$ cat src/sv/mkd_pkg.sv
`timescale 1ns / 1ps
`default_nettype none
// ----------------------------------------------------------------------------
// mkd_pkg
// Shared widths, defaults, register indexes and the Morse letter table.
// ----------------------------------------------------------------------------
package mkd_pkg;

  localparam int unsigned GAP_W     = 4;
  localparam int unsigned LIMIT_W   = 10;
  localparam int unsigned PRESS_W   = 10;
  localparam int unsigned IDLE_W    = 12;
  localparam int unsigned BITS_W    = 4;
  localparam int unsigned COUNT_W   = 3;
  localparam int unsigned LETTER_W  = 5;
  localparam int unsigned ADDR_W    = 4;
  localparam int unsigned DATA_W    = 32;
  localparam int unsigned NUM_CODES = 26;

  localparam int unsigned MAX_SYMBOLS_DEF    = 4;
  localparam int unsigned WORD_LETTERS_DEF   = 4;
  localparam int unsigned TICKS_PER_UNIT_DEF = 400;

  localparam logic [GAP_W-1:0]   GAP_RESET   = 4'd10;
  localparam logic [LIMIT_W-1:0] SHORT_RESET = 10'd250;
  localparam logic [LIMIT_W-1:0] LONG_RESET  = 10'd700;

  localparam logic [PRESS_W-1:0] PRESS_MAX = '1;
  localparam logic [IDLE_W-1:0]  IDLE_MAX  = '1;
  localparam logic [COUNT_W-1:0] COUNT_MAX = '1;

  // Register indexes, taken from paddr[3:2].
  typedef enum logic [1:0] {
    REG_GAP_UNITS   = 2'd0,
    REG_SHORT_LIMIT = 2'd1,
    REG_LONG_LIMIT  = 2'd2,
    REG_NONE        = 2'd3
  } reg_index_t;

  typedef logic [COUNT_W-1:0]  code_len_t;
  typedef logic [BITS_W-1:0]   code_bits_t;
  typedef logic [LETTER_W-1:0] letter_t;

  // Symbol i of a letter is bit i, a one being a dash.
  localparam code_len_t CODE_LEN [NUM_CODES] = '{
    3'd2, 3'd4, 3'd4, 3'd3, 3'd1, 3'd4, 3'd3, 3'd4, 3'd2, 3'd4, 3'd3, 3'd4, 3'd2,
    3'd2, 3'd3, 3'd4, 3'd4, 3'd3, 3'd3, 3'd1, 3'd3, 3'd4, 3'd3, 3'd4, 3'd4, 3'd4
  };
  localparam code_bits_t CODE_BITS [NUM_CODES] = '{
    4'd2, 4'd1, 4'd5, 4'd1, 4'd0, 4'd4, 4'd3, 4'd0, 4'd0, 4'd14, 4'd5, 4'd2, 4'd3,
    4'd1, 4'd7, 4'd6, 4'd11, 4'd2, 4'd0, 4'd1, 4'd4, 4'd8, 4'd6, 4'd9, 4'd13, 4'd3
  };

  // Returns the letter whose code matches, or NUM_CODES when none does.
  function automatic letter_t code_lookup(input code_len_t len, input code_bits_t bits);
    letter_t found;
    found = letter_t'(NUM_CODES);
    for (int k = NUM_CODES - 1; k >= 0; k--) begin
      if (CODE_LEN[k] == len && CODE_BITS[k] == bits) begin
        found = letter_t'(k);
      end
    end
    return found;
  endfunction

endpackage
`default_nettype wire

$ cat src/sv/morse_key_decoder.sv
`timescale 1ns / 1ps
`default_nettype none
// ----------------------------------------------------------------------------
// morse_key_decoder
// Straight-key Morse decoder: times key presses one tick per word, groups
// dots and dashes, and reports a letter or an error after a letter gap.
// ----------------------------------------------------------------------------
//
//  Channel   Direction  Handshake                   Payload
//  --------  ---------  --------------------------  ------------------------------
//  key       in         key_valid / key_stall       key_down
//  letter    out        letter_valid / letter_stall letter_index, is_error,
//                                                   word_full, letters_so_far
//  config    in         APB (psel, penable, pready)  gap_units, short_limit, long_limit
//
// One key word is taken every cycle. All the timing, classification and
// letter table match for a word is done in one pass of logic from the state
// registers into the state and the result register, so a letter decision
// appears on the letter channel in the cycle after the deciding key word.
// The result register frees itself as it is taken, so the key channel is
// stalled only while a result sits in that register and the letter channel
// itself is stalled. Reset is synchronous and restores the register defaults
// and clears all timing and letter state.
//
module morse_key_decoder #(
  parameter int unsigned MAX_SYMBOLS    = mkd_pkg::MAX_SYMBOLS_DEF,
  parameter int unsigned WORD_LETTERS   = mkd_pkg::WORD_LETTERS_DEF,
  parameter int unsigned TICKS_PER_UNIT = mkd_pkg::TICKS_PER_UNIT_DEF
) (
  input  wire logic                           clk,
  input  wire logic                           rst,
  // key channel
  input  wire logic                           key_valid,
  output logic                                key_stall,
  input  wire logic                           key_down,
  // letter channel
  output logic                                letter_valid,
  input  wire logic                           letter_stall,
  output logic [mkd_pkg::LETTER_W-1:0]        letter_index,
  output logic                                is_error,
  output logic                                word_full,
  output logic [mkd_pkg::COUNT_W-1:0]         letters_so_far,
  // configuration port
  input  wire logic                           psel,
  input  wire logic                           penable,
  input  wire logic                           pwrite,
  input  wire logic [mkd_pkg::ADDR_W-1:0]     paddr,
  input  wire logic [mkd_pkg::DATA_W-1:0]     pwdata,
  output logic [mkd_pkg::DATA_W-1:0]          prdata,
  output logic                                pready
);

  // The gap timeout reaches TICKS_PER_UNIT times the largest gap_units value.
  localparam int unsigned RANGE_W = $clog2(TICKS_PER_UNIT * ((1 << mkd_pkg::GAP_W) - 1) + 1);
  localparam int unsigned CMP_W   = (RANGE_W > mkd_pkg::IDLE_W) ? RANGE_W : mkd_pkg::IDLE_W;
  localparam logic [mkd_pkg::COUNT_W-1:0] SYM_LIMIT  = mkd_pkg::COUNT_W'(MAX_SYMBOLS);
  localparam logic [mkd_pkg::COUNT_W-1:0] BITS_LIMIT = mkd_pkg::COUNT_W'(mkd_pkg::BITS_W);
  localparam logic [mkd_pkg::COUNT_W:0]   WORD_LIMIT = (mkd_pkg::COUNT_W + 1)'(WORD_LETTERS);

  // Configuration registers.
  logic [mkd_pkg::GAP_W-1:0]   gap_units;
  logic [mkd_pkg::LIMIT_W-1:0] short_limit;
  logic [mkd_pkg::LIMIT_W-1:0] long_limit;

  // Timing and letter state.
  logic [mkd_pkg::PRESS_W-1:0] press_ticks, press_ticks_next;
  logic [mkd_pkg::IDLE_W-1:0]  idle_ticks, idle_ticks_next;
  logic                        key_was_down, key_was_down_next;
  logic                        letter_started, letter_started_next;
  logic [mkd_pkg::BITS_W-1:0]  symbol_bits, symbol_bits_next;
  logic [mkd_pkg::COUNT_W-1:0] symbol_count, symbol_count_next;
  logic                        group_bad, group_bad_next;
  logic [mkd_pkg::COUNT_W-1:0] letter_count, letter_count_next;
  logic                        word_waiting, word_waiting_next;

  // Combinational working signals.
  logic                        key_fire;
  logic                        cfg_write;
  mkd_pkg::reg_index_t         reg_index;
  logic [mkd_pkg::IDLE_W-1:0]  idle_inc;
  logic [RANGE_W-1:0]          gap_range;
  logic                        is_dash;
  logic                        is_bad;
  logic [mkd_pkg::BITS_W-1:0]  bits_app;
  logic [mkd_pkg::COUNT_W-1:0] count_app;
  logic                        bad_app;
  logic                        do_append;
  logic                        decide;
  logic                        match_ok;
  mkd_pkg::letter_t            found;
  logic                        err;
  logic [mkd_pkg::COUNT_W-1:0] count_after;
  logic                        full_after;
  logic                        emit;

  assign pready    = 1'b1;
  assign cfg_write = psel && penable && pwrite && pready;
  assign reg_index = mkd_pkg::reg_index_t'(paddr[3:2]);

  // The result register is emptied in the same cycle it is taken, so only a
  // held result blocks new key words.
  assign key_stall = letter_valid && letter_stall;
  assign key_fire  = key_valid && !key_stall;

  // Register writes.
  always_ff @(posedge clk) begin
    if (rst) begin
      gap_units   <= mkd_pkg::GAP_RESET;
      short_limit <= mkd_pkg::SHORT_RESET;
      long_limit  <= mkd_pkg::LONG_RESET;
    end else if (cfg_write) begin
      case (reg_index)
        mkd_pkg::REG_GAP_UNITS:   gap_units   <= pwdata[mkd_pkg::GAP_W-1:0];
        mkd_pkg::REG_SHORT_LIMIT: short_limit <= pwdata[mkd_pkg::LIMIT_W-1:0];
        mkd_pkg::REG_LONG_LIMIT:  long_limit  <= pwdata[mkd_pkg::LIMIT_W-1:0];
        default: ;
      endcase
    end
  end

  // Register reads.
  always_comb begin
    case (reg_index)
      mkd_pkg::REG_GAP_UNITS:   prdata = mkd_pkg::DATA_W'(gap_units);
      mkd_pkg::REG_SHORT_LIMIT: prdata = mkd_pkg::DATA_W'(short_limit);
      mkd_pkg::REG_LONG_LIMIT:  prdata = mkd_pkg::DATA_W'(long_limit);
      default:                  prdata = '0;
    endcase
  end

  // The gap timeout is a small constant times a four-bit value.
  assign gap_range = RANGE_W'(TICKS_PER_UNIT * gap_units);

  // Idle count as it stands after a released tick, saturating at the top.
  assign idle_inc = (idle_ticks == mkd_pkg::IDLE_MAX) ? idle_ticks : idle_ticks + 1'b1;

  // Classify the press that has just ended. Only the first four symbols are
  // stored; the count carries on one past the limit to flag a long group.
  always_comb begin
    is_dash   = (press_ticks >= short_limit) && (press_ticks <= long_limit);
    is_bad    = (press_ticks >= short_limit) && (press_ticks > long_limit);
    bits_app  = symbol_bits;
    if (symbol_count < BITS_LIMIT && is_dash) begin
      bits_app[symbol_count[1:0]] = 1'b1;
    end
    count_app = symbol_count;
    if (symbol_count <= SYM_LIMIT && symbol_count < mkd_pkg::COUNT_MAX) begin
      count_app = symbol_count + 1'b1;
    end
    bad_app   = group_bad || is_bad;
  end

  // A released tick ends a press when the key was down on the word before.
  assign do_append = key_was_down && letter_started;

  // Letter decision on a released tick once the gap has run out.
  always_comb begin
    logic [mkd_pkg::BITS_W-1:0]  grp_bits;
    logic [mkd_pkg::COUNT_W-1:0] grp_count;
    logic                        grp_bad;
    grp_bits  = do_append ? bits_app  : symbol_bits;
    grp_count = do_append ? count_app : symbol_count;
    grp_bad   = do_append ? bad_app   : group_bad;
    decide    = !word_waiting && !key_down && letter_started &&
                (CMP_W'(idle_inc) >= CMP_W'(gap_range));
    match_ok  = !grp_bad && (grp_count <= SYM_LIMIT) &&
                (CMP_W'(idle_inc) <= CMP_W'(gap_range));
    found     = match_ok ? mkd_pkg::code_lookup(grp_count, grp_bits)
                         : mkd_pkg::letter_t'(mkd_pkg::NUM_CODES);
    err       = (found >= mkd_pkg::letter_t'(mkd_pkg::NUM_CODES));
    count_after = letter_count;
    if (!err && letter_count < mkd_pkg::COUNT_MAX) begin
      count_after = letter_count + 1'b1;
    end
    full_after = !err && ({1'b0, count_after} >= WORD_LIMIT);
  end

  assign emit = key_fire && decide;

  // Next state for one accepted key word.
  always_comb begin
    press_ticks_next    = press_ticks;
    idle_ticks_next     = idle_ticks;
    key_was_down_next   = key_was_down;
    letter_started_next = letter_started;
    symbol_bits_next    = symbol_bits;
    symbol_count_next   = symbol_count;
    group_bad_next      = group_bad;
    letter_count_next   = letter_count;
    word_waiting_next   = word_waiting;
    if (key_fire) begin
      if (word_waiting) begin
        // A full word is held until the key goes down; that tick is not timed.
        if (key_down) begin
          letter_count_next = '0;
          word_waiting_next = 1'b0;
          key_was_down_next = 1'b0;
          press_ticks_next  = '0;
        end
      end else if (key_down) begin
        if (press_ticks != mkd_pkg::PRESS_MAX) begin
          press_ticks_next = press_ticks + 1'b1;
        end
        idle_ticks_next     = '0;
        key_was_down_next   = 1'b1;
        letter_started_next = 1'b1;
      end else begin
        if (do_append) begin
          symbol_bits_next  = bits_app;
          symbol_count_next = count_app;
          group_bad_next    = bad_app;
        end
        key_was_down_next = 1'b0;
        press_ticks_next  = '0;
        idle_ticks_next   = idle_inc;
        if (decide) begin
          letter_count_next   = count_after;
          word_waiting_next   = full_after;
          symbol_bits_next    = '0;
          symbol_count_next   = '0;
          group_bad_next      = 1'b0;
          letter_started_next = 1'b0;
        end
      end
    end
  end

  always_ff @(posedge clk) begin
    if (rst) begin
      press_ticks    <= '0;
      idle_ticks     <= '0;
      key_was_down   <= 1'b0;
      letter_started <= 1'b0;
      symbol_bits    <= '0;
      symbol_count   <= '0;
      group_bad      <= 1'b0;
      letter_count   <= '0;
      word_waiting   <= 1'b0;
    end else begin
      press_ticks    <= press_ticks_next;
      idle_ticks     <= idle_ticks_next;
      key_was_down   <= key_was_down_next;
      letter_started <= letter_started_next;
      symbol_bits    <= symbol_bits_next;
      symbol_count   <= symbol_count_next;
      group_bad      <= group_bad_next;
      letter_count   <= letter_count_next;
      word_waiting   <= word_waiting_next;
    end
  end

  // Result register: refilled by a decision, emptied when taken.
  always_ff @(posedge clk) begin
    if (rst) begin
      letter_valid <= 1'b0;
    end else begin
      letter_valid <= emit || (letter_valid && letter_stall);
    end
  end

  always_ff @(posedge clk) begin
    if (emit) begin
      letter_index   <= err ? '0 : found;
      is_error       <= err;
      word_full      <= full_after;
      letters_so_far <= count_after;
    end
  end

`ifndef SYNTHESIS
  // A press in progress always belongs to a started letter.
  a_press_in_letter: assert property (@(posedge clk) disable iff (rst)
    key_was_down |-> letter_started)
    else $error("key held down outside a started letter");

  // A full word only waits once enough letters have been counted.
  a_wait_count: assert property (@(posedge clk) disable iff (rst)
    word_waiting |-> ({1'b0, letter_count} >= WORD_LIMIT))
    else $error("word waiting with too few letters");

  // An error result carries letter index zero and never marks a full word.
  a_error_index: assert property (@(posedge clk) disable iff (rst)
    (letter_valid && is_error) |-> (letter_index == '0 && !word_full))
    else $error("error result with a letter or a full word");

  // A good letter is a real letter and has been counted.
  a_good_letter: assert property (@(posedge clk) disable iff (rst)
    (letter_valid && !is_error) |->
      (letter_index < mkd_pkg::letter_t'(mkd_pkg::NUM_CODES) && letters_so_far != '0))
    else $error("good letter out of range or uncounted");

  // The symbol count never runs past one beyond the group limit.
  a_symbol_count: assert property (@(posedge clk) disable iff (rst)
    ({1'b0, symbol_count} <= ({1'b0, SYM_LIMIT} + 1'b1)))
    else $error("symbol count past its limit");
`endif

endmodule
`default_nettype wire
$ cat config.mk
export PLATFORM = sky130hd
export DESIGN_NAME = morse_key_decoder
export DESIGN_NICKNAME = d
export VERILOG_FILES = /design/src/sv/mkd_pkg.sv /design/src/sv/morse_key_decoder.sv
export SDC_FILE = /design/constraint.sdc
export NUM_CORES = 1
export LEC_CHECK = 0
export ABC_AREA = 1
export BUFFER_PORTS_ARGS = -buffer_cell sky130_fd_sc_hd__buf_2
export CORE_MARGIN = 10
export CORE_UTILIZATION = 57
export DETAILED_ROUTE_END_ITERATION = 8
export GPL_ROUTABILITY_DRIVEN = 0
export PLACE_DENSITY_LB_ADDON = 0.2
export SKIP_LAST_GASP = 1
export SLEW_MARGIN = 15
export SYNTH_ARGS = -nofsm -noshare
export SYNTH_HDL_FRONTEND = slang
export SYNTH_SLANG_ARGS = --single-unit
$ cat constraint.sdc
create_clock -name clk -period 5.7 [get_ports clk]
set_clock_uncertainty 0.15 [all_clocks]
set_input_delay 1.71 -clock clk [delete_from_list [all_inputs] [get_ports clk]]
set_output_delay 1.71 -clock clk [all_outputs]
set_load 0.005 [all_outputs]
---- Word level (Yosys, flattened, before mapping) ----
Cells that the tools add are included.
word-level totals
  register bits ........................... 71
  input bits .............................. 44
  output and inout bits ................... 45
  logic and storage cells ................. 183
cells by class
  add/subtract/negate cells ............... 4
  multiply operators ...................... 1
  order comparisons ....................... 14
  equal/unequal tests ..................... 23
  muxes and demuxes ....................... 58
  bitwise logic cells ..................... 3
  reduce and logical (&&, ||, !) cells .... 63
operators by type and width
  kind                   number
  $mux 5                 26
  $logic_and 1x1->1      44
  $mux 10                4
  $pmux 10 s3            1
  $mux 12                2
  $mux 3                 8
  $eq 4x4->1 const A     5
  $eq 3x4->1 const A     4
  $ge 12x13->1           1
  $le 12x13->1           1
  $add 12x1->12 const B  1
  $eq 12x12->1 const B   1
  $mux 1                 12
  $mux 4                 3
  $add 10x1->10 const B  1
  $ge 10x10->1           1
  $gt 10x10->1           1
  $le 10x10->1           1
  $ne 10x10->1 const B   1
  $reduce_and 2->1       5
  $lt 3x3->1 const B     3
  $mul 5x4->9 const A    1
  $reduce_and 3->1       3
  $eq 2x4->1 const A     2
  other kinds (25)       34

---- Logic depth before layout (Yosys ltp) ----
Gate-level depths: netlist of the first run.
  word-level depth ........................ 45
  gate-level depth with buffers ........... 26

---- Worst setup path before layout of the first run ----
No wires, ideal clock.
  kind .................................... input port to output port
  from .................................... input port paddr[2] (netlist name)
  to ...................................... output port prdata[1] (netlist name)
  arrival time ............................ 2.254 ns
  setup slack ............................. 1.586 ns
  stages on the path ...................... 4
  buffers on the path ..................... 0
  cells stage by stage .................... inv_1 nor2_1 clkinv_1 o221ai_1
on the way
  cells in the longest elaborated chain, start to end .. 2
  elaborated cells on any way between the ends .. 4
RTL lines
  what                                      line                      source
  start: declaration                        morse_key_decoder.sv:47   input wire logic [mkd_pkg::ADDR_W-1:0] paddr,
  $eq 2x2->1, or another cell as far along  morse_key_decoder.sv:123  case (reg_index)
  $pmux 10 s3 (*)                           morse_key_decoder.sv:123
  end: declaration                          morse_key_decoder.sv:49   output logic [mkd_pkg::DATA_W-1:0] prdata,
Every way passes the cells marked *; elsewhere a longest branch is shown, timed or not.

---- Final worst setup path of the first run ----
  from .................................... input port paddr[3] (netlist name)
  to ...................................... output port prdata[8] (netlist name)
Same word-level chain as after synthesis.

==> impl_metrics.csv, run 1 <==
group,metric,value,unit
logic_synthesis,ys_seq_area_share,30.0,%
floorplan,die_x,114,µm
timing,relSlewSlack,35.6,%
finish,final_layout_size_suffix_gt1_share,15.1,%
setup_path,worstPathMaxFanout,10,
pwr,sw_frac_of_total,27.0,%
setup_path,cp.required,3.84,ns
clocking,h-tree-depth,3,
grt,busiest_layer,"met2",
routing,ant_nets,0,
logic_synthesis,syn-mean-instance-area,7.12,µm²
grt,grt_use_met3,3.93,%
clocking,cts_tree,"done",
clocking,cts_made_buffers,9,
routing,via_count,4559,
routing,drtIter0Drc,338,
clocking,post_cts_buffers,0,
timing,setup_viol,0,
routing,route.detailed.drc,0,
hold_path,hold_depth,2,
pwr,leakagePower,2.79,nW
logic_synthesis,syn-cell-area,0.00507,mm²
hold_path,min_to,"key_was_down$_SDFFE_PP0P_",
floorplan,die_y,114,µm
hold_path,hp-class,"flop to flop",
timing,maxSlewViolCount,0,
floorplan,io-pin-count,89,
routing,routedWlPerCell,12.9,µm
clocking,cts_root_buffer,"clkbuf_8",
setup_path,r2r-end,"letters_so_far[0]$_DFFE_PP_",
placed_design,dp_slack,1.11,ns
clocking,cts_max_path_buffers,2,
timing,worst_slack,1.08,ns
finish,area_delta_synth_final,8.43,%
grt,groute.usage.overall,17.4,%
pwr,clkPwrFrac,38.8,%
logic_synthesis,syn-instance-count,713,
routing,drt-pass1-iter-count,4,
logic_synthesis,ys_ff_latch,71,
logic_synthesis,ys_types,47,
clocking,clk_latency,0.35,ns
setup_path,end_kind,"output port",
pwr,comb_power_share,9.6,%
timing,post-route-min-period,4.62,ns
logic_synthesis,yosysWarnings,0,
grt,grt_max_degree,28,
status,outcome,"finished, final reports clean",
finish,diodes,0,
setup_path,path_class,"input port to output port",
pwr,irDropWorstVdd,110,µV
clocking,clkTransAtPathRegs,0.07,ns
finish,fillers,790,
floorplan,coreArea,0.00868,mm²
grt,use_met2,30.3,%
grt,grt_pass1_wl,19300,µm
pwr,power,1.00,mW
grt,grtUsageMet1,21.0,%
setup_path,start_kind,"input port",
timing,fmax,216,MHz
timing,final.period_utilization,81.1,%
clocking,post_cts_resized,0,
pwr,power.share.sequential,51.6,%
timing,finalHoldViolCount,0,
hold_path,worstHoldStart,"key_was_down$_SDFFE_PP0P_",
setup_path,reg2reg_from,"idle_ticks[0]$_SDFFE_PP0P_",
timing,fin_setup_tns,0,ns
grt,antenna_found_initial,0,
pwr,p_int,0.732,mW
floorplan,rows,34,
grt,grt_pass1_vias,4406,
setup_path,cp.arrival,2.76,ns
setup_path,ff2ff_path_depth,24,
clocking,cts_num_sinks,71,
placed_design,dp_hpwl,8900,µm
floorplan,dieArea,0.0131,mm²
pwr,p_per_area,182,mW/mm²
placed_design,io_buffers,41,
routing,wl,11200,µm
timing,rsz0062_at_grt,"no",
routing,via_per_inst,5.24,
setup_path,timing.critical_path.from,"paddr[3]",
pwr,switchingPower,0.271,mW
timing,worstMarginPinSlew,0.956,ns
clocking,hold_buffers,0,
finish,nets,846,
setup_path,r2r_slack,1.70,ns
job,drv_cap,0,
grt,grt_remaining_overflow,0,
floorplan,start_util,58.5,%
==> synthesized netlist by cell type, drive strengths merged <==
master,instances,area share (%)
conb,2,0.15
o221ai,3,0.52
nor3b,1,0.15
clkbuf,9,0.67
o211ai,16,2.4
a21o,2,0.30
nor3,18,1.9
a211oi,3,0.44
clkinv,3,0.22
or2,1,0.12
o21ai,25,2.5
nand3,42,5.0
o22ai,6,0.74
a41oi,1,0.17
xor2,10,1.7
a21oi,49,4.9
edfxtp,10,5.9
and3,3,0.37
nor2,69,6.3
nand2,168,14
and2,2,0.25
xnor2,2,0.35
ha,44,11
o21a,2,0.30
fa,1,0.39
dfxtp,61,24
nand4,7,1.5
nand3b,3,0.44
buf,23,3.4
mux2i,1,0.20
nor4,3,0.79
inv,123,9.1
==> placed cells by master (no fill, tap or decap), drive strengths merged, types with 2 or more instances in the layout <==
cell type  netlist  final
conb             2     23
nand3           42     42
clkinv           3      4
o21ai           25     25
a21oi           49     49
nor3            18     18
nand4            7      7
buf             23     44
o211ai          16     16
a211oi           3      3
and2             2      2
nor2            69     69
and3             3      3
edfxtp          10     10
a21o             2      2
nor4             3      3
o221ai           3      3
inv            123    124
nand2          168    168
clkinvlp         0      3
nand3b           3      3
o22ai            6      6
xnor2            2      2
clkbuf           9     11
o21a             2      2
dfxtp           61     61
xor2            10     10
ha              44     44
==> through the flow <==
step	instances	hold WS (ns)	instance area, µm²	util [%]
global placement	854	0.315	5310	61.2
global route	870	0.376	5500	63.4
detailed placement	854	0.324	5310	61.2
floorplan	734	0.295	5150	-
CTS	870	0.339	5500	63.4
finish	870	0.335	5500	63.4
==> layout make-up <==
cell class	instances	area (µm²)	share of cell area, %
Sequential cell	71	1520	27.6
Clock buffer	11	153	2.77
Multi-Input combinational cell	505	2950	53.6
Timing Repair Buffer	44	228	4.14
Inverter	126	475	8.64
Tap cell	108	135	2.46
Clock inverter	5	40.0	0.728
==> critical path, cell delays in order <==
cell and delay [ns]:
buf_2 0.11, nor2_1 0.16, clkinv_1 0.31, o22ai_1 0.31
buf_2 0.16
==> flip-flops by register name, summed over array words and instances (netlist names), 3 cells and up <==
signal	flops
long_limit	10
idle_ticks	12
press_ticks	10
letters_so_far	3
short_limit	10
gap_units	4
letter_count	3
symbol_bits	4
symbol_count	3
letter_index	5
==> how the worst max path moves through the flow <==
stage / to / slack [ns] / cells past startpoint
after floorplan: prdata[1] / 1.59 / 4
after global placement: prdata[8] / 1.19 / 6
after detailed placement: prdata[8] / 1.11 / 5
after CTS: prdata[8] / 1.10 / 5
after global routing: prdata[8] / 1.01 / 6
final: prdata[8] / 1.08 / 5
==> logic make-up (layout without fill, tap and decap cells) <==
logic type | Yosys count | after routing | share of synthesized area (%)
simple gates | 317 | 317 | 30.6
buf+inv | 158 | 186 | 13.4
compound gates | 107 | 107 | 12.3
flops | 71 | 71 | 30.0
fa+ha+maj | 45 | 45 | 11.2
xor+xnor | 12 | 12 | 2.07
other cells | 2 | 23 | 0.148
mux | 1 | 1 | 0.197
==> power groups by stage <==
stage	clock, mW	sequential [mW]	combinational, mW
2_1_floorplan	0	0.529	0.0768
4_1_cts	0.400	0.518	0.0953
5_1_grt	0.422	0.519	0.110
6_report	0.390	0.518	0.0961
3_5_place_dp	0	0.530	0.0946
3_3_place_gp	0	0.529	0.0913
==> routing by layer <==
layer,part of all wire [%],vias up
met5,0,-
met4,1.2,0
met3,4.8,10
met2,49,92
met1,45,2099
li1,-,2358
(Power assumes the default switching activity.)
==> inputs of run 2 (changes only) <==
--- a/config.mk
+++ b/config.mk
@@ -5,10 +5,10 @@
 export SDC_FILE = /design/constraint.sdc
 export NUM_CORES = 1
 export LEC_CHECK = 0
-export ABC_AREA = 1
+export ABC_AREA = 0
 export BUFFER_PORTS_ARGS = -buffer_cell sky130_fd_sc_hd__buf_2
 export CORE_MARGIN = 10
-export CORE_UTILIZATION = 57
+export CORE_UTILIZATION = 52
 export DETAILED_ROUTE_END_ITERATION = 8
 export GPL_ROUTABILITY_DRIVEN = 0
 export PLACE_DENSITY_LB_ADDON = 0.2
==> constraint.sdc (replaced) <==
create_clock -name clk -period 3.89 [get_ports clk]
set_clock_uncertainty 0.15 [all_clocks]
set_input_delay 1.167 -clock clk [delete_from_list [all_inputs] [get_ports clk]]
set_output_delay 1.167 -clock clk [all_outputs]
set_load 0.005 [all_outputs]
==> impl_metrics.csv, run 2 <==
group,metric,value,unit
status,outcome,"complete, but fails checks",
status,violations,"setup timing",
pwr,sw_frac_of_total,24.7,%
clocking,cts_max_path_buffers,2,
grt,grt_pass1_vias,5013,
finish,nets,843,
pwr,p_int,1.17,mW
setup_path,cp.arrival,4.11,ns
logic_synthesis,synth-edff-count,10,
floorplan,coreArea,0.00977,mm²
floorplan,io-pin-count,89,
timing,post-route-min-period,4.01,ns
logic_synthesis,ys_types,76,
logic_synthesis,syn-instance-count,643,
setup_path,start_kind,"flop",
setup_path,path_class,"flop to flop",
finish,stdcell_count,892,
timing,finalHoldViolCount,0,
clocking,cts_num_sinks,71,
setup_path,r2r-end,"letter_count[1]$_SDFFE_PP0P_",
setup_path,worstPathMaxFanout,7,
logic_synthesis,synth_top_area_share,23.5,%
logic_synthesis,synth_ff_type,"dfxtp_1",
clocking,clk_latency,0.35,ns
timing,rsz0062_at_grt,"yes",
routing,met2_length,7170,µm
timing,timing.hold.ws,0.340,ns
pwr,irDropWorstVdd,167,µV
routing,drtIter0Drc,381,
finish,area_delta_synth_final,27.5,%
setup_path,ff2ff_path_depth,16,
pwr,comb_power_share,9.4,%
timing,worstMarginPinSlew,0.639,ns
logic_synthesis,ys_top_cells_by_area,"dfxtp_1, ha_1, nor2_1",
pwr,clkPwrFrac,41.9,%
setup_path,r2r_slack,-0.12,ns
floorplan,die_x,120,µm
clocking,cts_made_buffers,9,
finish,final_cell_mix,"nor2_1, buf_4, nand2_1",
finish,regArea,0.00155,mm²
routing,drt-met1-wl,5930,µm
routing,drt-pass1-iter-count,5,
clocking,cts_tree,"done",
finish,final_layout_size_suffix_gt1_share,29.8,%
logic_synthesis,ys_seq_area_share,29.2,%
hold_path,hp-class,"flop to flop",
grt,groute.usage.overall,18.6,%
hold_path,min_to,"group_bad$_SDFFE_PP0P_",
hold_path,hold_depth,2,
clocking,h-tree-depth,3,
logic_synthesis,yosysWarnings,0,
finish,multi_input_area,0.00369,mm²
clocking,hold_buffers,0,
logic_synthesis,synth.most_common_cell,"nor2_1",
logic_synthesis,ys_ff_latch,71,
routing,wl,14200,µm
timing,maxSlewViolCount,0,
pwr,p_per_area,234,mW/mm²
logic_synthesis,yosys.area.top_type,"dfxtp_1",
logic_synthesis,syn-mean-instance-area,8.10,µm²
grt,grt_pass1_wl,22800,µm
routing,ant_nets,0,
routing,top_layer,"met4",
logic_synthesis,async_reset_ff_share,0,%
finish,max_flop_register,"idle_ticks",
grt,grt_remaining_overflow,0,
grt,grt_max_degree,33,
job,drv_cap,0,
hold_path,worstHoldStart,"group_bad$_SDFFE_PP0P_",
finish,largest_register_ffs,12,
finish,fillers,806,
placed_design,place_inst,852,
grt,antenna_found_initial,0,
logic_synthesis,syn-cell-area,0.00521,mm²
floorplan,start_util,53.3,%
finish,diodes,0,
routing,via_per_inst,5.71,
timing,setup_viol,9,
clocking,cts_root_buffer,"clkbuf_8",
clocking,clkTransAtPathRegs,0.08,ns
setup_path,end_kind,"flop",
routing,via_count,5091,
pwr,switchingPower,0.383,mW
timing,relSlewSlack,57.4,%
placed_design,io_buffers,41,
floorplan,die_y,120,µm
timing,fmax,250,MHz
pwr,power.share.sequential,48.7,%
setup_path,cp.required,3.99,ns
floorplan,dieArea,0.0144,mm²
floorplan,rows,36,
routing,route.detailed.drc,0,
routing,wl_met3,830,µm
pwr,leakagePower,2.84,nW
timing,final.period_utilization,103,%
placed_design,dp_hpwl,10300,µm
logic_synthesis,synth_commonest_cells,"nor2_1, dfxtp_1, nand2_1",
timing,worst_slack,-0.118,ns
routing,routedWlPerCell,15.9,µm
finish,mostFrequentLayoutCell,"nor2_1",
setup_path,reg2reg_from,"long_limit[6]$_SDFFE_PP0P_",
## run 2: cell count changes in the layout (fill, tap and decap cells not counted), sizes merged, moves of 8 or more
cell    before  now
a22oi        0    8
o211ai      16    6
nand2      168   47
nand3       42   19
a31oi        0   10
mux2i        1   17
a21oi       49   39
nor2        69   90
a211o        0   15
a211oi       3   11
buf         44  126
inv        124   46
## run 2: cell type report
type                    instances  share of cell area, %
clock inverters                 6                   1.30
flip-flops and latches         71                   23.3
inverters                      46                   2.60
repair buffers                126                   12.8
multi-input cells             500                   55.6
clock buffers                  10                   1.92
well taps                     133                   2.51
## run 2: worst max-delay path, stage by stage, from the launching register on
cell	delay (ns)
dfxtp_2	0.34
inv_1	0.04
ha_1	0.31
and3_4	0.19
a221oi_4	0.29
buf_4	0.18
o311ai_4	0.11
a211oi_2	0.30
buf_4	0.18
a2111o_1	0.16
a31oi_4	0.12
nor4_4	0.36
and4b_1	0.26
o31ai_4	0.40
buf_6	0.18
nor4_1	0.05
a211o_1	0.28
## run 2: cells by family (layout without fill, tap and decap cells)
logic type               after synthesis  count (layout)  synth area share, %
AND/OR/NAND/NOR                      229             229                 20.8
adder cells (fa/ha/maj)               45              45                 11.0
other                                  2              23                0.144
AO/OA/AOI/OAI                        171             171                 24.3
multiplexers                          18              18                 3.48
buffers and inverters                 93             188                 8.72
XOR/XNOR                              14              14                 2.35
flip-flops                            71              71                 29.2
## run 2: timing repair
action,CTS,global route
endpoints found under the hold margin,0,0
cloned,0,1
endpoints found under the setup margin,12,27
setup buffers,10,13
gates resized for setup,23,50
pin swaps,20,30
## run 2: per-stage QoR
stage | TNS (ns) | cell area, µm² | util, % | setup slack, ns | total power, mW
2_1_floorplan | 0 | 5330 | - | 0.00441 | 0.874
4_1_cts | -0.167 | 6290 | 64.3 | -0.112 | 1.55
5_1_grt | -2.61 | 6640 | 67.9 | -0.262 | 1.61
3_3_place_gp | -0.710 | 5870 | 60.1 | -0.166 | 0.899
3_5_place_dp | -1.61 | 5870 | 60.1 | -0.273 | 0.905
6_report | -0.453 | 6640 | 67.9 | -0.118 | 1.55
## run 2: per-layer routing
metal / GRT usage [%] / vias up
li1: - / 2503
met1: 21.0 / 2398
met2: 33.1 / 161
met3: 4.64 / 29
met4: 6.71 / 0
met5: 0 / -
## run 2: power by group through the flow
| stage | Sequential, mW | Combinational, mW | Clock [mW] |
|---|---|---|---|
| 6_report | 0.756 | 0.146 | 0.649 |
| 4_1_cts | 0.756 | 0.136 | 0.663 |
| 2_1_floorplan | 0.772 | 0.102 | 0 |
| 3_3_place_gp | 0.772 | 0.127 | 0 |
| 5_1_grt | 0.757 | 0.164 | 0.693 |
| 3_5_place_dp | 0.773 | 0.132 | 0 |
## run 2: worst max path at each step
stage	slack, ns	endpoint	cells past startpoint	start
after global placement	-0.17	letter_count[1]$_SDFFE_PP0P_	13	press_ticks[6]$_SDFFE_PP0P_
after floorplan	0.004	letter_count[2]$_SDFFE_PP0P_	20	idle_ticks[0]$_SDFFE_PP0P_
after detailed placement	-0.27	letter_count[1]$_SDFFE_PP0P_	13	press_ticks[6]$_SDFFE_PP0P_
after CTS	-0.11	letter_count[2]$_SDFFE_PP0P_	19	idle_ticks[0]$_SDFFE_PP0P_
final	-0.12	letter_count[1]$_SDFFE_PP0P_	16	long_limit[6]$_SDFFE_PP0P_
after global routing	-0.26	letter_count[2]$_SDFFE_PP0P_	19	idle_ticks[0]$_SDFFE_PP0P_
